--- src/hdl/tile_scroll_column_streamer_core_defines.svh ---
// Assertion macros shared by the scroll engine RTL.
`ifndef TILE_SCROLL_COLUMN_STREAMER_CORE_DEFINES_SVH
`define TILE_SCROLL_COLUMN_STREAMER_CORE_DEFINES_SVH

// Same-cycle implication, sampled on clk, off during rst.
`define TSCS_ASSERT_NOW(label, ante, cons, msg) \
  label: assert property (@(posedge clk) disable iff (rst) (ante) |-> (cons)) \
    else $error(msg);

// Next-cycle implication, sampled on clk, off during rst.
`define TSCS_ASSERT_NEXT(label, ante, cons, msg) \
  label: assert property (@(posedge clk) disable iff (rst) (ante) |=> (cons)) \
    else $error(msg);

`endif

--- src/hdl/tscs_pkg.sv ---
package tscs_pkg;

  typedef enum logic [2:0] {
    S_IDLE,
    S_CALC,
    S_REQ,
    S_STAT,
    S_QUERY
  } tscs_state_t;

  localparam logic [2:0] MODE_TICK   = 3'd0;
  localparam logic [2:0] MODE_RESET  = 3'd1;
  localparam logic [2:0] MODE_PAUSE  = 3'd2;
  localparam logic [2:0] MODE_RESUME = 3'd3;
  localparam logic [2:0] MODE_QUERY  = 3'd4;

  localparam logic [1:0] KIND_REQUEST = 2'd0;
  localparam logic [1:0] KIND_STATUS  = 2'd1;
  localparam logic [1:0] KIND_QUERY   = 2'd2;

  localparam logic CFG_SPEED  = 1'b0;
  localparam logic CFG_ENABLE = 1'b1;

  // 8 pixels of 8.8 fixed point per column, 160 pixels of view
  localparam int unsigned COL_SHIFT = 11;
  localparam logic [31:0] VIEW_FX   = 32'd40960;

  typedef struct packed {
    logic [31:0] a;
    logic [31:0] b;
    logic        sub;
  } tscs_alu_op_t;

endpackage

--- src/hdl/tscs_if.sv ---
interface tscs_item_if;
  logic        valid;
  logic        ready;
  logic [2:0]  mode;
  logic [7:0]  start_column;
  logic [31:0] world_position;

  modport source (output valid, mode, start_column, world_position, input ready);
  modport sink (input valid, mode, start_column, world_position, output ready);
endinterface

interface tscs_result_if;
  logic       valid;
  logic       ready;
  logic [1:0] kind;
  logic [4:0] tile_slot;
  logic [7:0] world_column;
  logic [7:0] scroll_pixel;
  logic [4:0] scroll_column;
  logic [7:0] screen_x;
  logic       offscreen;
  logic       last;

  modport source (
    output valid, kind, tile_slot, world_column, scroll_pixel, scroll_column,
           screen_x, offscreen, last,
    input  ready
  );
  modport sink (
    input  valid, kind, tile_slot, world_column, scroll_pixel, scroll_column,
           screen_x, offscreen, last,
    output ready
  );
endinterface

--- src/hdl/tscs_alu.sv ---
module tscs_alu
  import tscs_pkg::*;
(
  input  tscs_alu_op_t op,
  output logic [32:0]  res
);

  logic [31:0] b_eff;

  // sub: a + ~b + 1, res[32] set when a >= b; add: res[32] is the wrap carry
  assign b_eff = op.sub ? ~op.b : op.b;
  assign res   = {1'b0, op.a} + {1'b0, b_eff} + {32'd0, op.sub};

endmodule

--- src/hdl/tile_scroll_column_streamer_core.sv ---
// Horizontal scroll engine. One item is taken at a time; item.ready is high only
// while the sequencer is idle, and results leave through a single output
// register at up to one per cycle while result.ready is high. A query passes
// S_QUERY; a tick S_CALC, S_REQ once per column boundary crossed (up to 32)
// and S_STAT; a reset S_CALC, S_REQ once per column of VIEW_COLUMNS+1 and
// S_STAT; other modes S_CALC and S_STAT, each output state waiting on result
// stalls. A single 33-bit adder serves the tick position update and the query
// offset subtraction; the 8-bit column request counter steps once per S_REQ pass.
`include "tile_scroll_column_streamer_core_defines.svh"

module tile_scroll_column_streamer_core
  import tscs_pkg::*;
#(
  parameter int unsigned VIEW_COLUMNS      = 20,
  parameter int unsigned LOOKAHEAD_COLUMNS = 21
) (
  input  logic          clk,
  input  logic          rst,
  input  logic          cfg_we,
  input  logic          cfg_index,
  input  logic [15:0]   cfg_data,
  tscs_item_if.sink     item,
  tscs_result_if.source result
);

  tscs_state_t state, state_next;

  logic [15:0] speed;
  logic        req_enable;

  logic [31:0] position, position_next;
  logic [7:0]  left_column, left_column_next;
  logic        paused, paused_next;

  logic [2:0]  mode;
  logic [7:0]  start_column;
  logic [31:0] world_position;

  logic [5:0]  req_count, req_count_next;
  logic [7:0]  req_col, req_col_next;
  logic        adv_left, adv_left_next;

  logic        out_valid, out_valid_next;
  logic [1:0]  out_kind, out_kind_next;
  logic [4:0]  out_slot, out_slot_next;
  logic [7:0]  out_wcol, out_wcol_next;
  logic [7:0]  out_px, out_px_next;
  logic [4:0]  out_pcol, out_pcol_next;
  logic [7:0]  out_sx, out_sx_next;
  logic        out_off, out_off_next;
  logic        out_last, out_last_next;

  tscs_alu_op_t alu_op;
  logic [32:0]  alu_res;
  logic [5:0]   crossings;
  logic         load_ok;
  logic         accept;

  tscs_alu u_alu (
    .op  (alu_op),
    .res (alu_res)
  );

  assign accept  = item.valid && item.ready;
  assign load_ok = !out_valid || result.ready;
  assign item.ready = (state == S_IDLE);

  always_comb begin
    if (state == S_QUERY) begin
      alu_op.a   = world_position;
      alu_op.b   = position;
      alu_op.sub = 1'b1;
    end else begin
      alu_op.a   = position;
      alu_op.b   = {16'd0, speed};
      alu_op.sub = 1'b0;
    end
  end

  // crossings stay below 64, so the low column bits give the count
  assign crossings = alu_res[32] ? 6'd0 :
                     alu_res[COL_SHIFT+5:COL_SHIFT] - position[COL_SHIFT+5:COL_SHIFT];

  always_comb begin
    state_next       = state;
    position_next    = position;
    left_column_next = left_column;
    paused_next      = paused;
    req_count_next   = req_count;
    req_col_next     = req_col;
    adv_left_next    = adv_left;
    out_valid_next   = out_valid && !result.ready;
    out_kind_next    = out_kind;
    out_slot_next    = out_slot;
    out_wcol_next    = out_wcol;
    out_px_next      = out_px;
    out_pcol_next    = out_pcol;
    out_sx_next      = out_sx;
    out_off_next     = out_off;
    out_last_next    = out_last;

    unique case (state)
      S_IDLE: begin
        if (accept) begin
          state_next = (item.mode == MODE_QUERY) ? S_QUERY : S_CALC;
        end
      end
      S_CALC: begin
        state_next = S_STAT;
        priority if (mode == MODE_TICK) begin
          if (!paused) begin
            position_next  = alu_res[31:0];
            req_count_next = crossings;
            req_col_next   = left_column + 8'(LOOKAHEAD_COLUMNS + 1);
            adv_left_next  = 1'b1;
            if (crossings != 6'd0) begin
              state_next = S_REQ;
            end
          end
        end else if (mode == MODE_RESET) begin
          left_column_next = start_column;
          position_next    = {13'd0, start_column, 11'd0};
          paused_next      = 1'b0;
          req_count_next   = 6'(VIEW_COLUMNS + 1);
          req_col_next     = start_column;
          adv_left_next    = 1'b0;
          state_next       = S_REQ;
        end else if (mode == MODE_PAUSE) begin
          paused_next = 1'b1;
        end else if (mode == MODE_RESUME) begin
          paused_next = 1'b0;
        end else begin
          paused_next = paused;
        end
      end
      S_REQ: begin
        if (!req_enable || load_ok) begin
          if (req_enable) begin
            out_valid_next = 1'b1;
            out_kind_next  = KIND_REQUEST;
            out_slot_next  = req_col[4:0];
            out_wcol_next  = req_col;
            out_px_next    = 8'd0;
            out_pcol_next  = 5'd0;
            out_sx_next    = 8'd0;
            out_off_next   = 1'b0;
            out_last_next  = 1'b0;
          end
          req_count_next = req_count - 6'd1;
          req_col_next   = req_col + 8'd1;
          if (adv_left) begin
            left_column_next = left_column + 8'd1;
          end
          if (req_count == 6'd1) begin
            state_next = S_STAT;
          end
        end
      end
      S_STAT: begin
        if (load_ok) begin
          out_valid_next = 1'b1;
          out_kind_next  = KIND_STATUS;
          out_slot_next  = 5'd0;
          out_wcol_next  = 8'd0;
          out_px_next    = position[15:8];
          out_pcol_next  = position[15:11];
          out_sx_next    = 8'd0;
          out_off_next   = 1'b0;
          out_last_next  = 1'b1;
          state_next     = S_IDLE;
        end
      end
      S_QUERY: begin
        if (load_ok) begin
          out_valid_next = 1'b1;
          out_kind_next  = KIND_QUERY;
          out_slot_next  = 5'd0;
          out_wcol_next  = 8'd0;
          out_px_next    = 8'd0;
          out_pcol_next  = 5'd0;
          out_last_next  = 1'b1;
          if (!alu_res[32] || alu_res[31:0] >= VIEW_FX) begin
            out_sx_next  = 8'd0;
            out_off_next = 1'b1;
          end else begin
            out_sx_next  = alu_res[15:8];
            out_off_next = 1'b0;
          end
          state_next = S_IDLE;
        end
      end
      default: begin
        state_next = S_IDLE;
      end
    endcase
  end

  always_ff @(posedge clk) begin
    if (rst) begin
      state <= S_IDLE;
    end else begin
      state <= state_next;
    end
  end

  always_ff @(posedge clk) begin
    if (rst) begin
      speed       <= 16'd0;
      req_enable  <= 1'b0;
      position    <= 32'd0;
      left_column <= 8'd0;
      paused      <= 1'b0;
      req_count   <= 6'd0;
      adv_left    <= 1'b0;
      out_valid   <= 1'b0;
    end else begin
      if (cfg_we) begin
        unique case (cfg_index)
          CFG_SPEED:  speed      <= cfg_data;
          CFG_ENABLE: req_enable <= cfg_data[0];
          default:    speed      <= speed;
        endcase
      end
      position    <= position_next;
      left_column <= left_column_next;
      paused      <= paused_next;
      req_count   <= req_count_next;
      adv_left    <= adv_left_next;
      out_valid   <= out_valid_next;
    end
  end

  always_ff @(posedge clk) begin
    if (accept) begin
      mode           <= item.mode;
      start_column   <= item.start_column;
      world_position <= item.world_position;
    end
    req_col  <= req_col_next;
    out_kind <= out_kind_next;
    out_slot <= out_slot_next;
    out_wcol <= out_wcol_next;
    out_px   <= out_px_next;
    out_pcol <= out_pcol_next;
    out_sx   <= out_sx_next;
    out_off  <= out_off_next;
    out_last <= out_last_next;
  end

  assign result.valid         = out_valid;
  assign result.kind          = out_kind;
  assign result.tile_slot     = out_slot;
  assign result.world_column  = out_wcol;
  assign result.scroll_pixel  = out_px;
  assign result.scroll_column = out_pcol;
  assign result.screen_x      = out_sx;
  assign result.offscreen     = out_off;
  assign result.last          = out_last;

  `TSCS_ASSERT_NEXT(a_busy_after_accept, accept, !item.ready, "ready after accept")
  `TSCS_ASSERT_NOW(a_req_count, state == S_REQ, req_count != 6'd0, "request loop with zero count")
  `TSCS_ASSERT_NOW(a_req_not_last, out_valid && out_kind == KIND_REQUEST, !out_last, "request marked last")
  `TSCS_ASSERT_NEXT(a_idle_hold, state == S_IDLE, $stable(position), "position moved while idle")

endmodule
--- src/flat_wrapper.sv ---
// flat-port wrapper written by rule: the top's interface ports become plain ports
module tile_scroll_column_streamer_core_flat import tscs_pkg::*;
#(
  parameter int unsigned VIEW_COLUMNS      = 20,
  parameter int unsigned LOOKAHEAD_COLUMNS = 21
)
  (clk, rst, cfg_we, cfg_index, cfg_data, item_valid, item_mode, item_start_column, item_world_position, item_ready, result_valid, result_kind, result_tile_slot, result_world_column, result_scroll_pixel, result_scroll_column, result_screen_x, result_offscreen, result_last, result_ready);
  tscs_item_if item_i ();
  tscs_result_if result_i ();
  input  logic clk;
  input  logic rst;
  input  logic cfg_we;
  input  logic cfg_index;
  input  logic [15:0] cfg_data;
  input wire logic [$bits(item_i.valid)-1:0] item_valid;
  input wire logic [$bits(item_i.mode)-1:0] item_mode;
  input wire logic [$bits(item_i.start_column)-1:0] item_start_column;
  input wire logic [$bits(item_i.world_position)-1:0] item_world_position;
  output wire logic [$bits(item_i.ready)-1:0] item_ready;
  output wire logic [$bits(result_i.valid)-1:0] result_valid;
  output wire logic [$bits(result_i.kind)-1:0] result_kind;
  output wire logic [$bits(result_i.tile_slot)-1:0] result_tile_slot;
  output wire logic [$bits(result_i.world_column)-1:0] result_world_column;
  output wire logic [$bits(result_i.scroll_pixel)-1:0] result_scroll_pixel;
  output wire logic [$bits(result_i.scroll_column)-1:0] result_scroll_column;
  output wire logic [$bits(result_i.screen_x)-1:0] result_screen_x;
  output wire logic [$bits(result_i.offscreen)-1:0] result_offscreen;
  output wire logic [$bits(result_i.last)-1:0] result_last;
  input wire logic [$bits(result_i.ready)-1:0] result_ready;
  assign item_i.valid = item_valid;
  assign item_i.mode = item_mode;
  assign item_i.start_column = item_start_column;
  assign item_i.world_position = item_world_position;
  assign item_ready = item_i.ready;
  assign result_valid = result_i.valid;
  assign result_kind = result_i.kind;
  assign result_tile_slot = result_i.tile_slot;
  assign result_world_column = result_i.world_column;
  assign result_scroll_pixel = result_i.scroll_pixel;
  assign result_scroll_column = result_i.scroll_column;
  assign result_screen_x = result_i.screen_x;
  assign result_offscreen = result_i.offscreen;
  assign result_last = result_i.last;
  assign result_i.ready = result_ready;
  tile_scroll_column_streamer_core #(.VIEW_COLUMNS(VIEW_COLUMNS), .LOOKAHEAD_COLUMNS(LOOKAHEAD_COLUMNS)) u_core (.clk(clk), .rst(rst), .cfg_we(cfg_we), .cfg_index(cfg_index), .cfg_data(cfg_data), .item(item_i), .result(result_i));
endmodule
--- config.mk ---
export PLATFORM = sky130hd
export DESIGN_NAME = tile_scroll_column_streamer_core_flat
export DESIGN_NICKNAME = d
export VERILOG_FILES = /design/src/hdl/tscs_pkg.sv /design/src/hdl/tscs_if.sv /design/src/hdl/tscs_alu.sv /design/src/hdl/tile_scroll_column_streamer_core.sv /design/src/flat_wrapper.sv
export VERILOG_INCLUDE_DIRS = /design/src /design/src/hdl
export SDC_FILE = /design/constraint.sdc
export NUM_CORES = 1
export LEC_CHECK = 0
export BUFFER_PORTS_ARGS = -buffer_cell sky130_fd_sc_hd__buf_4
export CORE_MARGIN = 3
export CORE_UTILIZATION = 59
export DETAILED_ROUTE_END_ITERATION = 10
export GPL_TIMING_DRIVEN = 0
export PLACE_DENSITY_LB_ADDON = 0.08
export SYNTH_ARGS = -nofsm -noshare
export SYNTH_HDL_FRONTEND = slang
export SYNTH_SLANG_ARGS = --single-unit
--- constraint.sdc ---
create_clock -name clk -period 5.95 [get_ports clk]
set_clock_uncertainty 0.2 [all_clocks]
set_input_delay 0.595 -clock clk [delete_from_list [all_inputs] [get_ports clk]]
set_output_delay 0.595 -clock clk [all_outputs]
set_load 0.01 [all_outputs]
==> results of run 1 <==
## logic make-up (layout without fill, tap and decap cells)
family	count (synthesis)	after routing	share of synthesized area, %
AO/OA/AOI/OAI	267	267	18.87
XOR/XNOR	37	37	3.825
adder cells (fa/ha/maj)	44	44	6.403
buffers and inverters	87	223	4.179
flip-flops	148	148	42.50
multiplexers	2	2	0.2550
AND/OR/NAND/NOR	465	465	23.97
## registers in the layout, summed over array words and instances (netlist names)
register,count
u_core.start_column,8
u_core.left_column,8
u_core.mode,3
u_core.result.scroll_column,4
u_core.result.kind,2
u_core.position,32
u_core.req_count,6
u_core.speed,16
u_core.result.valid,1
u_core.req_col,8
u_core.world_position,32
u_core.result.screen_x,8
u_core.adv_left,1
u_core.result.last,1
u_core.result.tile_slot,4
u_core.result.world_column,4
u_core.req_enable,1
u_core.result.scroll_pixel,4
u_core.state,3
u_core.result.offscreen,1
u_core.paused,1
## per-layer routing
metal	track usage (%)	share of wire, %	vias to the layer above
li1	-	-	4007
met3	8.551	11	53
met5	0	0	-
met2	50.97	44	480
met4	11.11	2.6	0
met1	44.84	43	3905
## cells in the mapped netlist (7+ instances only)
cell type and n:
sky130_fd_sc_hd__nand2_1 224, sky130_fd_sc_hd__a22oi_1 15, sky130_fd_sc_hd__nand4_1 12, sky130_fd_sc_hd__a211oi_1 13, sky130_fd_sc_hd__xnor2_1 22, sky130_fd_sc_hd__edfxtp_1 79, sky130_fd_sc_hd__o21ai_1 16, sky130_fd_sc_hd__and2_1 20
sky130_fd_sc_hd__and3_1 19, sky130_fd_sc_hd__xor2_1 14, sky130_fd_sc_hd__nor2_1 98, sky130_fd_sc_hd__dfxtp_1 69, sky130_fd_sc_hd__o21ai_0 53, sky130_fd_sc_hd__a21oi_1 92, sky130_fd_sc_hd__clkbuf_1 46, sky130_fd_sc_hd__nand3_1 26
sky130_fd_sc_hd__a21o_1 9, sky130_fd_sc_hd__ha_1 42, sky130_fd_sc_hd__nor2b_1 8, sky130_fd_sc_hd__buf_4 10, sky130_fd_sc_hd__nor3_1 19, sky130_fd_sc_hd__inv_1 21, sky130_fd_sc_hd__o211ai_1 9, sky130_fd_sc_hd__o31ai_1 7
## worst paths after layout
check,to,cells after the start,startpoint
worst max-delay path,u_core.req_count[4],24,u_core.state[1]
worst min-delay path,u_core.world_position[11],1,item_world_position[11]
worst max register to register,u_core.req_count[4],24,u_core.state[1]
worst min register to register,u_core.speed[5],2,u_core.speed[5]
## cell type report
| type | count | area share, % |
|---|---|---|
| repair buffers | 104 | 7.656 |
| multi-input cells | 815 | 45.06 |
| inverters | 23 | 0.8254 |
| flip-flops and latches | 148 | 35.89 |
| clock buffers | 20 | 4.378 |
| clock inverters | 12 | 1.220 |
| well taps | 184 | 2.201 |
| plain buffers | 64 | 2.775 |
## where the power goes
group,switching [mW],leakage (nW),internal [mW]
registers,0.158,1.31,1.33
clock network,0.441,0.289,0.642
logic,0.995,2.74,0.581
total,1.59,4.34,2.55
## timing repair
| action | 4_1_cts | 5_1_grt |
|---|---|---|
| setup endpoints to repair | 0 | 12 |
| resized for setup | 0 | 11 |
| hold endpoints to repair | 0 | 0 |
| setup buffers | 0 | 0 |
==> impl_results.html, run 1 <==
<table>
<tr><th>Metric</th><th>Value</th></tr>
<tr><th colspan="2">Synth</th></tr>
<tr><td>Number of enable-type register cells in the synthesized netlist</td><td>79</td></tr>
<tr><td>Fraction of synthesis flops using an asynchronous set or reset pin</td><td>0%</td></tr>
<tr><td>Seq/Total Area, Yosys</td><td>42.50%</td></tr>
<tr><td>Number of unique standard cell types used by synthesis</td><td>71</td></tr>
<tr><td>Nets in the synthesized netlist</td><td>1159</td></tr>
<tr><td>Largest cells by area after synthesis</td><td>sky130_fd_sc_hd__edfxtp_1 (27%), sky130_fd_sc_hd__dfxtp_1 (16%), sky130_fd_sc_hd__nand2_1 (9.5%), sky130_fd_sc_hd__ha_1 (5.9%), sky130_fd_sc_hd__a21oi_1 (5.2%)</td></tr>
<tr><td>Top cell type's share of synthesized area</td><td>26.86%</td></tr>
<tr><td>Post-synthesis cell area</td><td>8832 µm²</td></tr>
<tr><td>Avg Cell Area, Syn</td><td>8.412 µm²</td></tr>
<tr><td>Yosys warns</td><td>0</td></tr>
<tr><td>Biggest area consumer among synthesized cells</td><td>sky130_fd_sc_hd__edfxtp_1</td></tr>
<tr><td>Most instantiated flip-flop cell in the synthesis netlist</td><td>sky130_fd_sc_hd__edfxtp_1</td></tr>
<tr><td>Count of mapped cells out of synthesis</td><td>1050</td></tr>
<tr><td>Register bit count reported by yosys</td><td>148</td></tr>
<tr><th colspan="2">Floorplanning</th></tr>
<tr><td>Horizontal extent of the die</td><td>128.4 µm</td></tr>
<tr><td>Die area</td><td>16470 µm²</td></tr>
<tr><td>Vertical extent of the die</td><td>128.4 µm</td></tr>
<tr><td>Row cnt</td><td>44</td></tr>
<tr><td>Placeable core region</td><td>14590 µm²</td></tr>
<tr><td>Initial Utilization</td><td>60.54%</td></tr>
<tr><td>Number of primary I/O pins</td><td>105</td></tr>
<tr><th colspan="2">Critical path</th></tr>
<tr><td>Critical path capture point type</td><td>register</td></tr>
<tr><td>R2r setup slk</td><td>0.40 ns</td></tr>
<tr><td>Largest driver fanout on the critical path</td><td>10</td></tr>
<tr><td>Total buffers and inverters traversed by the critical path</td><td>5</td></tr>
<tr><td>Crit path top cell by count</td><td>sky130_fd_sc_hd__nand2_1</td></tr>
<tr><td>Slowest Stage Delay on Critical Path</td><td>0.55 ns</td></tr>
<tr><td>CP top delay family</td><td>simple AND/OR/NAND/NOR gates</td></tr>
<tr><td>Required time of the critical path</td><td>6.11 ns</td></tr>
<tr><td>Kind of critical path</td><td>reg -&gt; reg</td></tr>
<tr><td>Cell breakdown of the critical path</td><td>nor2_1, nand2_2, inv_2, clkbuf_1, clkbuf_2, nand2_1, nand2_1, ha_1, nand2_1, or3_4, and3b_1, buf_2, o31ai_1, xnor2_1, ha_1, inv_1, fa_1, nand2_1, nand2_1, a21oi_1, xnor2_1, nand2_1, a221o_1, a21oi_1</td></tr>
<tr><td>Arrival time at the worst endpoint</td><td>5.72 ns</td></tr>
<tr><td>Master of the slowest instance on the critical path</td><td>sky130_fd_sc_hd__o31ai_1</td></tr>
<tr><td>Kind of launch point of the worst setup path</td><td>register</td></tr>
<tr><th colspan="2">Cells and area</th></tr>
<tr><td>Sequential cell area</td><td>3754 µm²</td></tr>
<tr><td>Most common cell after layout, fill and taps aside</td><td>sky130_fd_sc_hd__nand2_1</td></tr>
<tr><td>Share of layout cells above drive strength 1</td><td>14.33%</td></tr>
<tr><td>Number of standard cells in the final layout excluding fillers</td><td>1370</td></tr>
<tr><td>Fill cell count</td><td>1191</td></tr>
<tr><td>Multi-input gate area in the final layout</td><td>4713 µm²</td></tr>
<tr><td>Final cell utilization of the core</td><td>71.70%</td></tr>
<tr><td>Leading cell types in the layout, fill and taps excluded</td><td>sky130_fd_sc_hd__nand2_1 (224), sky130_fd_sc_hd__buf_4 (113), sky130_fd_sc_hd__nor2_1 (97)</td></tr>
<tr><td>Area growth syn-to-layout</td><td>18.43%</td></tr>
<tr><td>Count of antenna diodes in the layout</td><td>0</td></tr>
<tr><td>Final net count</td><td>1282</td></tr>
<tr><td>Total non-filler cell area in the finished layout</td><td>10460 µm²</td></tr>
<tr><th colspan="2">Place</th></tr>
<tr><td>Sum of net half-perimeters after detailed placement</td><td>20.01 mm</td></tr>
<tr><td>Dpl cell area</td><td>9864 µm²</td></tr>
<tr><td>Setup Slack @ Placement</td><td>0.1045 ns</td></tr>
<tr><td>Count of port buffers added during placement</td><td>103</td></tr>
<tr><td>Final weighted congestion of routability-driven global placement</td><td>0.9907</td></tr>
<tr><td>Instance count after placement with tap cells included</td><td>1338</td></tr>
<tr><th colspan="2">Global routing</th></tr>
<tr><td>Total global routing overflow</td><td>0</td></tr>
<tr><td>Number of global-route vias before repair</td><td>7771</td></tr>
<tr><td>Global-route wire length before repair</td><td>41.55 mm</td></tr>
<tr><td>Maximum number of pins on one net before global-route repair</td><td>23</td></tr>
<tr><td>GRT Util Overall</td><td>32.79%</td></tr>
<tr><td>Antenna violations before repair</td><td>0</td></tr>
<tr><th colspan="2">Timing</th></tr>
<tr><td>Min Tclk post-route</td><td>5.553 ns</td></tr>
<tr><td>Maximum clock frequency</td><td>0.1801 GHz</td></tr>
<tr><td>Total setup violations reported at the end of the flow</td><td>0</td></tr>
<tr><td>Pins over their slew limit</td><td>0</td></tr>
<tr><td>Minimum setup slack in the final design</td><td>0.3965 ns</td></tr>
<tr><td>Actual transition at the worst max-transition pin</td><td>0.8853 ns</td></tr>
<tr><td>Max_slew headroom</td><td>40.92%</td></tr>
<tr><td>Setup repair after global routing missed its margin</td><td>no</td></tr>
<tr><td>Aggregate negative setup slack</td><td>0 ns</td></tr>
<tr><td>Final hold violations</td><td>0</td></tr>
<tr><td>Post-Route Hold Slack</td><td>0.1272 ns</td></tr>
<tr><td>Post-route clock period utilization</td><td>93.34%</td></tr>
<tr><th colspan="2">CTS</th></tr>
<tr><td>CTS tree</td><td>built</td></tr>
<tr><td>CTS Hold Bufs</td><td>0</td></tr>
<tr><td>Buffers from clock root to sink, at most</td><td>2</td></tr>
<tr><td>CTS clk-pin slew, worst paths</td><td>0.07 ns</td></tr>
<tr><td>Number of buffers created by CTS</td><td>17</td></tr>
<tr><td>Deepest level of the CTS H-tree</td><td>4</td></tr>
<tr><td>Clk Tree Root Cell</td><td>sky130_fd_sc_hd__clkbuf_16</td></tr>
<tr><td>Clk sinks</td><td>148</td></tr>
<tr><td>Skew-Pair Late Insertion Delay</td><td>0.44 ns</td></tr>
<tr><th colspan="2">Drt</th></tr>
<tr><td>Wirelength, routed</td><td>26.71 mm</td></tr>
<tr><td>Routed Antenna Nets</td><td>0</td></tr>
<tr><td>Via density</td><td>6.164</td></tr>
<tr><td>Routed wire per std cell</td><td>19.50 µm</td></tr>
<tr><td>Total number of vias</td><td>8445</td></tr>
<tr><td>Detailed-route DRC error count</td><td>0</td></tr>
<tr><td>First-iteration detailed-routing DRC count</td><td>944</td></tr>
<tr><td>Router iterations before antenna repair</td><td>6</td></tr>
<tr><th colspan="2">Power</th></tr>
<tr><td>Static power due to leakage</td><td>4.339 nW</td></tr>
<tr><td>PD cells</td><td>396.0 nW/µm²</td></tr>
<tr><td>Largest voltage drop on the vdd net</td><td>246.3 µV</td></tr>
<tr><td>Total power consumption of the routed design</td><td>4.142 mW</td></tr>
<tr><th colspan="2">Run</th></tr>
<tr><td>Max-cap violations</td><td>0</td></tr>
<tr><th colspan="2">Min path</th></tr>
<tr><td>Class of the tightest hold or removal check</td><td>in -&gt; reg</td></tr>
<tr><th colspan="2">Outcome</th></tr>
<tr><td>Status</td><td>complete, no violations</td></tr>
</table>
Note: power is estimated with default switching activity, not from simulation.
==> inputs of run 2 (changes only) <==
PLACE_DENSITY = 0.81   (was default)
PLACE_DENSITY_LB_ADDON = default   (was 0.08)
==> run 2 against run 1 <==
Net effect: final area decreased by 0.19%; sequential power about the same; highest routed layer unchanged; worst hold slack improved by 0.0034 ns; combinational power hardly changed; cell count is the same; worst setup slack worse by 0.12 ns; via count rose by 0.96%; non-clock buffer count did not move; die area unchanged; first-iteration DRC count fell by 2.0%; register-to-register slack worse by 0.12 ns.
==> impl_results.html, run 2 (synthesis gave the netlist of run 1 again) <==
<table>
<tr><th>Metric</th><th>Value</th></tr>
<tr><th colspan="2">Timing</th></tr>
<tr><td>Min Tclk post-route</td><td>5.673 ns (+0.1194 ns)</td></tr>
<tr><td>Final hold violations</td><td>0 (unchanged)</td></tr>
<tr><td>Maximum clock frequency</td><td>0.1763 GHz (-2.1%)</td></tr>
<tr><td>Setup repair after global routing missed its margin</td><td>no</td></tr>
<tr><td>Post-route clock period utilization</td><td>95.34% (+2.0 points)</td></tr>
<tr><td>Max_slew headroom</td><td>38.51% (-2.4 points)</td></tr>
<tr><td>Actual transition at the worst max-transition pin</td><td>0.9153 ns (+0.03009 ns)</td></tr>
<tr><td>Minimum setup slack in the final design</td><td>0.2771 ns (-0.1194 ns)</td></tr>
<tr><td>Total setup violations reported at the end of the flow</td><td>0 (unchanged)</td></tr>
<tr><td>Pins over their slew limit</td><td>0 (unchanged)</td></tr>
<tr><th colspan="2">CTS</th></tr>
<tr><td>Clk Tree Root Cell</td><td>sky130_fd_sc_hd__clkbuf_16</td></tr>
<tr><td>Skew-Pair Late Insertion Delay</td><td>0.44 ns (about the same)</td></tr>
<tr><td>Number of buffers created by CTS</td><td>17 (unchanged)</td></tr>
<tr><td>Post-CTS setup-driven buffer insertion count</td><td>0 (unchanged)</td></tr>
<tr><td>Clk sinks</td><td>148 (unchanged)</td></tr>
<tr><td>CTS clk-pin slew, worst paths</td><td>0.07 ns (about the same)</td></tr>
<tr><td>Buffers from clock root to sink, at most</td><td>2 (unchanged)</td></tr>
<tr><td>Deepest level of the CTS H-tree</td><td>4 (unchanged)</td></tr>
<tr><td>CTS tree</td><td>built</td></tr>
<tr><th colspan="2">Critical path</th></tr>
<tr><td>Arrival time at the worst endpoint</td><td>5.72 ns (about the same)</td></tr>
<tr><td>Crit path top cell by count</td><td>sky130_fd_sc_hd__clkbuf_1</td></tr>
<tr><td>CP top delay family</td><td>simple AND/OR/NAND/NOR gates</td></tr>
<tr><td>Slowest Stage Delay on Critical Path</td><td>0.61 ns (+0.06 ns)</td></tr>
<tr><td>Cell breakdown of the critical path</td><td>nor2_1, nand2_2, inv_2, clkbuf_1, clkbuf_1, a21oi_1, ha_1, clkbuf_1, a21oi_1, o221ai_1, a31oi_2, o21ai_1, a221oi_2, xnor2_1, or4b_1, nor4_4, nor3b_2</td></tr>
<tr><td>Largest driver fanout on the critical path</td><td>10 (unchanged)</td></tr>
<tr><td>Required time of the critical path</td><td>6.00 ns (-0.11 ns)</td></tr>
<tr><td>Critical path capture point type</td><td>register</td></tr>
<tr><td>RR Startpoint</td><td>u_core.state[1]</td></tr>
<tr><td>Total buffers and inverters traversed by the critical path</td><td>4 (-1)</td></tr>
<tr><td>Kind of critical path</td><td>reg -&gt; reg</td></tr>
<tr><td>Beginning of the critical path</td><td>u_core.state[1]</td></tr>
<tr><td>Kind of launch point of the worst setup path</td><td>register</td></tr>
<tr><td>Master of the slowest instance on the critical path</td><td>sky130_fd_sc_hd__or4b_1</td></tr>
<tr><th colspan="2">Cells and area</th></tr>
<tr><td>Leading cell types in the layout, fill and taps excluded</td><td>sky130_fd_sc_hd__nand2_1 (224), sky130_fd_sc_hd__buf_4 (113), sky130_fd_sc_hd__nor2_1 (97)</td></tr>
<tr><td>Area growth syn-to-layout</td><td>18.20%</td></tr>
<tr><td>Fill cell count</td><td>1192 (+0.084%)</td></tr>
<tr><td>Multi-input gate area in the final layout</td><td>4726 µm² (+0.27%)</td></tr>
<tr><td>Share of layout cells above drive strength 1</td><td>14.50% (+0.17 points)</td></tr>
<tr><td>Most common cell after layout, fill and taps aside</td><td>sky130_fd_sc_hd__nand2_1</td></tr>
<tr><td>Count of antenna diodes in the layout</td><td>0 (unchanged)</td></tr>
<tr><td>Regs by FF count</td><td>u_core.position: 32 flops, u_core.world_position: 32 flops, u_core.speed: 16 flops</td></tr>
<tr><td>Sequential cell area</td><td>3754 µm² (unchanged)</td></tr>
<tr><td>Final net count</td><td>1282 (unchanged)</td></tr>
<tr><th colspan="2">Floorplanning</th></tr>
<tr><td>Initial Utilization</td><td>60.54% (unchanged)</td></tr>
<tr><td>Vertical extent of the die</td><td>128.4 µm (unchanged)</td></tr>
<tr><td>Placeable core region</td><td>14590 µm² (unchanged)</td></tr>
<tr><td>Horizontal extent of the die</td><td>128.4 µm (unchanged)</td></tr>
<tr><td>Number of primary I/O pins</td><td>105 (unchanged)</td></tr>
<tr><td>Row cnt</td><td>44 (unchanged)</td></tr>
<tr><td>Die area</td><td>16470 µm² (unchanged)</td></tr>
<tr><th colspan="2">Place</th></tr>
<tr><td>Count of port buffers added during placement</td><td>103 (unchanged)</td></tr>
<tr><td>Setup Slack @ Placement</td><td>-0.06252 ns (-0.1670 ns)</td></tr>
<tr><td>Sum of net half-perimeters after detailed placement</td><td>20.31 mm (+1.5%)</td></tr>
<tr><td>Final weighted congestion of routability-driven global placement</td><td>0.9965 (+0.59%)</td></tr>
<tr><th colspan="2">Drt</th></tr>
<tr><td>Wirelength, routed</td><td>27.03 mm (+1.2%)</td></tr>
<tr><td>First-iteration detailed-routing DRC count</td><td>925 (-2.0%)</td></tr>
<tr><td>Total number of vias</td><td>8526 (+0.96%)</td></tr>
<tr><td>Detailed-route DRC error count</td><td>0 (unchanged)</td></tr>
<tr><td>Router iterations before antenna repair</td><td>8 (+2)</td></tr>
<tr><td>Routed wire per std cell</td><td>19.73 µm (+1.2%)</td></tr>
<tr><td>Via density</td><td>6.223 (+0.96%)</td></tr>
<tr><td>Routed Antenna Nets</td><td>0 (unchanged)</td></tr>
<tr><th colspan="2">Global routing</th></tr>
<tr><td>Global-route wire length before repair</td><td>41.71 mm (+0.38%)</td></tr>
<tr><td>Maximum number of pins on one net before global-route repair</td><td>23 (unchanged)</td></tr>
<tr><td>Number of global-route vias before repair</td><td>7858 (+1.1%)</td></tr>
<tr><td>Total global routing overflow</td><td>0 (unchanged)</td></tr>
<tr><td>Antenna violations before repair</td><td>0 (unchanged)</td></tr>
<tr><td>GRT Util Overall</td><td>32.85% (+0.062 points)</td></tr>
<tr><th colspan="2">Power</th></tr>
<tr><td>Static power due to leakage</td><td>4.313 nW (-0.59%)</td></tr>
<tr><td>Largest voltage drop on the vdd net</td><td>271.0 µV (+10%)</td></tr>
<tr><td>Total power consumption of the routed design</td><td>4.080 mW (-1.5%)</td></tr>
<tr><td>PD cells</td><td>390.8 nW/µm² (-1.3%)</td></tr>
<tr><th colspan="2">Outcome</th></tr>
<tr><td>Status</td><td>complete, no violations</td></tr>
<tr><th colspan="2">Min path</th></tr>
<tr><td>Class of the tightest hold or removal check</td><td>in -&gt; reg</td></tr>
<tr><td>Min-delay src</td><td>item_world_position[24]</td></tr>
<tr><th colspan="2">Run</th></tr>
<tr><td>Max-cap violations</td><td>0 (unchanged)</td></tr>
</table>
run 2: changes by cell type in the layout (fill, tap and decap cells not counted), sizes merged:
cell,before,now
clkinvlp,1,4
bufinv,2,1
clkinv,7,6
inv,25,24
run 2: through the flow:
step	hold WS, ns	std cells	area, µm²	setup TNS (ns)	utilization [%]
after global placement	0.2452	1337	9836	-0.03379	67.42
final	0.1306	1370	10440	0	71.56
after detailed placement	0.2478	1338	9864	-0.1051	67.62
after global routing	0.1264	1370	10440	0	71.56
after floorplan	0.2332	1050	8832	0	-
after CTS	0.1297	1370	10420	0	71.42
run 2: worst reg2reg max path: cells and delay by family (launching register included):
| kind | cells | cell delay [ns] |
|---|---|---|
| flops | 1 | 0.36 |
| simple gates | 5 | 1.77 |
| xor+xnor | 1 | 0.17 |
| buf+inv | 4 | 1.25 |
| fa+ha+maj | 1 | 0.33 |
| compound gates | 6 | 1.41 |
run 2: timing repair:
action / in CTS / in global routing
hold endpoints to repair: 0 / 0
gates resized for setup: 1 / 11
setup endpoints to repair: 3 / 3
hold buffers: 0 / 0
pin swaps: 0 / 0
run 2: report_power, final:
group | internal (mW) | switching (mW)
Clock | 0.584 | 0.432
Combinational | 0.582 | 0.999
Sequential | 1.33 | 0.157
run 2: worst paths after layout:
path / to / slack (ns) / cells past startpoint
worst max-delay path: u_core.result.screen_x[3] / 0.28 / 17
worst min-delay path: u_core.world_position[24] / 0.13 / 1
worst max register to register: u_core.result.screen_x[3] / 0.28 / 17
worst min register to register: u_core.speed[7] / 0.26 / 2
run 2: layer usage:
layer | vias up | global-route usage (%) | share of wire [%]
met4 | 0 | 12.30 | 3.4
li1 | 4008 | - | -
met5 | - | 0 | 0
met2 | 474 | 49.59 | 43
met1 | 3972 | 46.86 | 43
met3 | 72 | 6.766 | 11
run 2: cell type report:
class                      count  area share (%)
inverter                      23          0.8269
tap                          184           2.205
clock inverter                12           1.019
multi-input combinational    815           45.27
buffer                        64           2.780
sequential                   148           35.95
timing repair buffer         104           7.670
clock buffer                  20           4.279
==> inputs of run 3 (changes only) <==
CAP_MARGIN = 20   (was default)
GPL_TIMING_DRIVEN = default   (was 0)
MAX_ROUTING_LAYER = met4   (was default)
==> run 3 against run 2 <==
Net effect: register-to-register slack better by 0.61 ns; power up 0.71%; sequential share of layout area up 0.51 points; combinational power shrank 3%; routed wire length fell by 8.3%; non-clock buffer count fell by 51; cell count is 3.7% lower; largest power group unchanged.
==> impl_results.html, run 3 (synthesis gave the netlist of run 1 again) <==
<table>
<tr><th>Metric</th><th>Value</th></tr>
<tr><th colspan="2">Outcome</th></tr>
<tr><td>Status</td><td>complete, no violations</td></tr>
<tr><th colspan="2">Cells and area</th></tr>
<tr><td>Most common cell after layout, fill and taps aside</td><td>sky130_fd_sc_hd__nand2_1</td></tr>
<tr><td>Count of antenna diodes in the layout</td><td>0 (unchanged)</td></tr>
<tr><td>Fill cell count</td><td>1185 (-0.59%)</td></tr>
<tr><td>Final net count</td><td>1231 (-4.0%)</td></tr>
<tr><td>Area growth syn-to-layout</td><td>16.55%</td></tr>
<tr><td>Leading cell types in the layout, fill and taps excluded</td><td>sky130_fd_sc_hd__nand2_1 (224), sky130_fd_sc_hd__buf_4 (116), sky130_fd_sc_hd__nor2_1 (98)</td></tr>
<tr><td>Share of layout cells above drive strength 1</td><td>14.45% (-0.053 points)</td></tr>
<tr><td>Regs by FF count</td><td>u_core.position: 32 flops, u_core.world_position: 32 flops, u_core.speed: 16 flops</td></tr>
<tr><th colspan="2">Global routing</th></tr>
<tr><td>Antenna violations before repair</td><td>0 (unchanged)</td></tr>
<tr><td>Number of global-route vias before repair</td><td>7406 (-5.8%)</td></tr>
<tr><td>GR Layer Usage met1</td><td>42.87% (-4.0 points)</td></tr>
<tr><td>Grt met3 use</td><td>6.434% (-0.33 points)</td></tr>
<tr><td>Total global routing overflow</td><td>0 (unchanged)</td></tr>
<tr><td>Routing usage on met2</td><td>45.39% (-4.2 points)</td></tr>
<tr><td>GRT Util Overall</td><td>30.79% (-2.1 points)</td></tr>
<tr><td>Global-route wire length before repair</td><td>38.69 mm (-7.2%)</td></tr>
<tr><td>Highest-utilization routing layer at the global route stage</td><td>met2</td></tr>
<tr><td>Maximum number of pins on one net before global-route repair</td><td>70 (+200%)</td></tr>
<tr><th colspan="2">Drt</th></tr>
<tr><td>Wirelength, routed</td><td>24.79 mm (-8.3%)</td></tr>
<tr><td>Routed wire per std cell</td><td>18.79 µm (-4.7%)</td></tr>
<tr><td>Detailed-route DRC error count</td><td>0 (unchanged)</td></tr>
<tr><td>First-iteration detailed-routing DRC count</td><td>882 (-4.6%)</td></tr>
<tr><td>Routed Antenna Nets</td><td>0 (unchanged)</td></tr>
<tr><td>Via density</td><td>6.177 (-0.74%)</td></tr>
<tr><td>Router iterations before antenna repair</td><td>6 (-2)</td></tr>
<tr><td>Total number of vias</td><td>8148 (-4.4%)</td></tr>
<tr><th colspan="2">CTS</th></tr>
<tr><td>Number of cells upsized or downsized after cts</td><td>0 (-1)</td></tr>
<tr><td>Clk sinks</td><td>148 (unchanged)</td></tr>
<tr><td>CTS clk-pin slew, worst paths</td><td>0.06 ns (about the same)</td></tr>
<tr><td>Buffers from clock root to sink, at most</td><td>2 (unchanged)</td></tr>
<tr><td>Number of buffers created by CTS</td><td>17 (unchanged)</td></tr>
<tr><td>Skew-Pair Late Insertion Delay</td><td>0.43 ns (about the same)</td></tr>
<tr><td>Deepest level of the CTS H-tree</td><td>4 (unchanged)</td></tr>
<tr><td>CTS tree</td><td>built</td></tr>
<tr><td>Clk Tree Root Cell</td><td>sky130_fd_sc_hd__clkbuf_16</td></tr>
<tr><td>CTS Hold Bufs</td><td>0 (unchanged)</td></tr>
<tr><td>Post-CTS setup-driven buffer insertion count</td><td>0 (unchanged)</td></tr>
<tr><th colspan="2">Place</th></tr>
<tr><td>Final weighted congestion of routability-driven global placement</td><td>1.040 (+4.3%)</td></tr>
<tr><td>Sum of net half-perimeters after detailed placement</td><td>17.92 mm (-12%)</td></tr>
<tr><td>Count of port buffers added during placement</td><td>104 (+0.97%)</td></tr>
<tr><th colspan="2">Critical path</th></tr>
<tr><td>Master of the slowest instance on the critical path</td><td>sky130_fd_sc_hd__o31ai_1</td></tr>
<tr><td>Cell breakdown of the critical path</td><td>nor2_1, nand2_2, buf_4, o21ai_0, ha_1, nand2_1, or3_4, and3b_1, o31ai_1, xnor2_1, ha_1, inv_1, fa_1, nand2_1, nand2_1, a21oi_1, xnor2_1, nand2_1, a221o_1, a21oi_1</td></tr>
<tr><td>Slowest Stage Delay on Critical Path</td><td>0.55 ns (-0.06 ns)</td></tr>
<tr><td>Kind of launch point of the worst setup path</td><td>register</td></tr>
<tr><td>Largest driver fanout on the critical path</td><td>44 (+34)</td></tr>
<tr><td>Crit path top cell by count</td><td>sky130_fd_sc_hd__nand2_1</td></tr>
<tr><td>Kind of critical path</td><td>reg -&gt; reg</td></tr>
<tr><td>Arrival time at the worst endpoint</td><td>5.22 ns (-0.50 ns)</td></tr>
<tr><td>Required time of the critical path</td><td>6.10 ns (+0.10 ns)</td></tr>
<tr><td>Critical path capture point type</td><td>register</td></tr>
<tr><th colspan="2">Power</th></tr>
<tr><td>Net switching power</td><td>1.557 mW (-1.9%)</td></tr>
<tr><td>PD cells</td><td>399.2 nW/µm² (+2.1%)</td></tr>
<tr><td>Internal power</td><td>2.552 mW (+2.4%)</td></tr>
<tr><td>Share of total power in the clock network</td><td>26.8% (+1.9 points)</td></tr>
<tr><td>Static power due to leakage</td><td>4.279 nW (-0.79%)</td></tr>
<tr><td>Sequential share of power</td><td>36.0% (-0.4 points)</td></tr>
<tr><td>Largest voltage drop on the vdd net</td><td>232.2 µV (-14%)</td></tr>
<tr><td>Comb power frac</td><td>37.1% (-1.7 points)</td></tr>
<tr><td>Switching fraction of total power</td><td>37.90% (-1.0 points)</td></tr>
<tr><th colspan="2">Min path</th></tr>
<tr><td>Class of the tightest hold or removal check</td><td>in -&gt; reg</td></tr>
<tr><th colspan="2">Floorplanning</th></tr>
<tr><td>Placeable core region</td><td>14590 µm² (unchanged)</td></tr>
<tr><td>Initial Utilization</td><td>60.54% (unchanged)</td></tr>
<tr><td>Horizontal extent of the die</td><td>128.4 µm (unchanged)</td></tr>
<tr><td>Number of primary I/O pins</td><td>105 (unchanged)</td></tr>
<tr><td>Die area</td><td>16470 µm² (unchanged)</td></tr>
<tr><td>Row cnt</td><td>44 (unchanged)</td></tr>
<tr><td>Vertical extent of the die</td><td>128.4 µm (unchanged)</td></tr>
<tr><th colspan="2">Timing</th></tr>
<tr><td>Maximum clock frequency</td><td>0.1976 GHz (+12%)</td></tr>
<tr><td>Post-Route Hold Slack</td><td>0.1341 ns (+0.003515 ns)</td></tr>
<tr><td>Max_slew headroom</td><td>36.65% (-1.9 points)</td></tr>
<tr><td>Post-route clock period utilization</td><td>85.07% (-10 points)</td></tr>
<tr><td>Min Tclk post-route</td><td>5.062 ns (-0.6112 ns)</td></tr>
<tr><td>Pins over their slew limit</td><td>0 (unchanged)</td></tr>
<tr><td>Aggregate negative setup slack</td><td>0 ns (unchanged)</td></tr>
<tr><td>Setup repair after global routing missed its margin</td><td>no</td></tr>
<tr><td>Final hold violations</td><td>0 (unchanged)</td></tr>
<tr><td>Total setup violations reported at the end of the flow</td><td>0 (unchanged)</td></tr>
<tr><td>Actual transition at the worst max-transition pin</td><td>0.9502 ns (+0.03490 ns)</td></tr>
<tr><th colspan="2">Run</th></tr>
<tr><td>Max-cap violations</td><td>0 (unchanged)</td></tr>
</table>
[run 3: cell count changes in the layout (fill, tap and decap cells not counted), moves of 4 or more]
| cell | change |
|---|---|
| sky130_fd_sc_hd__buf_2 | -4 |
| sky130_fd_sc_hd__clkbuf_1 | -43 |
| sky130_fd_sc_hd__clkbuf_16 | +4 |
| sky130_fd_sc_hd__clkbuf_2 | -6 |
| sky130_fd_sc_hd__inv_4 | +4 |
[run 3: per-stage QoR]
stage                     power, mW  setup WS [ns]  instances  utilization [%]  cell area [µm²]
after floorplan               2.528          1.282       1050                -             8832
after global placement        2.941          1.115       1285            66.11             9644
after detailed placement      2.974         0.9561       1285            66.11             9644
after CTS                     4.077         0.9372       1317            70.32            10260
after global routing          4.326         0.4160       1319            70.56            10290
final                         4.109         0.8884       1319            70.56            10290
[run 3: path summary, 6_finish.rpt]
| kind | slack [ns] | from | to | depth (start not counted) |
|---|---|---|---|---|
| setup / recovery | 0.89 | u_core.state[1] | u_core.req_count[4] | 20 |
| hold reg to reg | 0.27 | u_core.speed[14] | u_core.speed[14] | 2 |
| hold / removal | 0.13 | item_world_position[15] | u_core.world_position[15] | 1 |
| setup reg to reg | 0.89 | u_core.state[1] | u_core.req_count[4] | 20 |
[run 3: per-layer routing]
metal / vias to the layer above / wire, µm
met2: 435 / 10950
li1: 3887 / -
met1: 3788 / 11070
met5: - / 0
met3: 38 / 2269
met4: 0 / 501
[run 3: layout make-up]
cell class	count	area, µm²	share of cell area [%]
tap	184	230.2	2.237
inverter	23	86.33	0.8387
clock inverter	10	75.07	0.7293
timing repair buffer	117	898.4	8.727
clock buffer	22	539.3	5.239
sequential	148	3754	36.47
multi-input combinational	815	4711	45.76
[run 3: power groups by stage]
| stage | clock network (mW) | registers [mW] | logic, mW |
|---|---|---|---|
| 2_1_floorplan | 0 | 1.46 | 1.07 |
| 3_3_place_gp | 0 | 1.49 | 1.45 |
| 3_5_place_dp | 0 | 1.50 | 1.48 |
| 4_1_cts | 1.11 | 1.48 | 1.49 |
| 5_1_grt | 1.15 | 1.50 | 1.68 |
| 6_report | 1.10 | 1.48 | 1.53 |
[run 3: worst max-delay path: cells and delay by family (launching register included)]
kind | cells | cell delay, ns
adder cells (fa/ha/maj) | 3 | 1.00
flip-flops | 1 | 0.41
AO/OA/AOI/OAI | 5 | 1.41
AND/OR/NAND/NOR | 8 | 1.06
XOR/XNOR | 2 | 0.42
buffers and inverters | 2 | 0.44
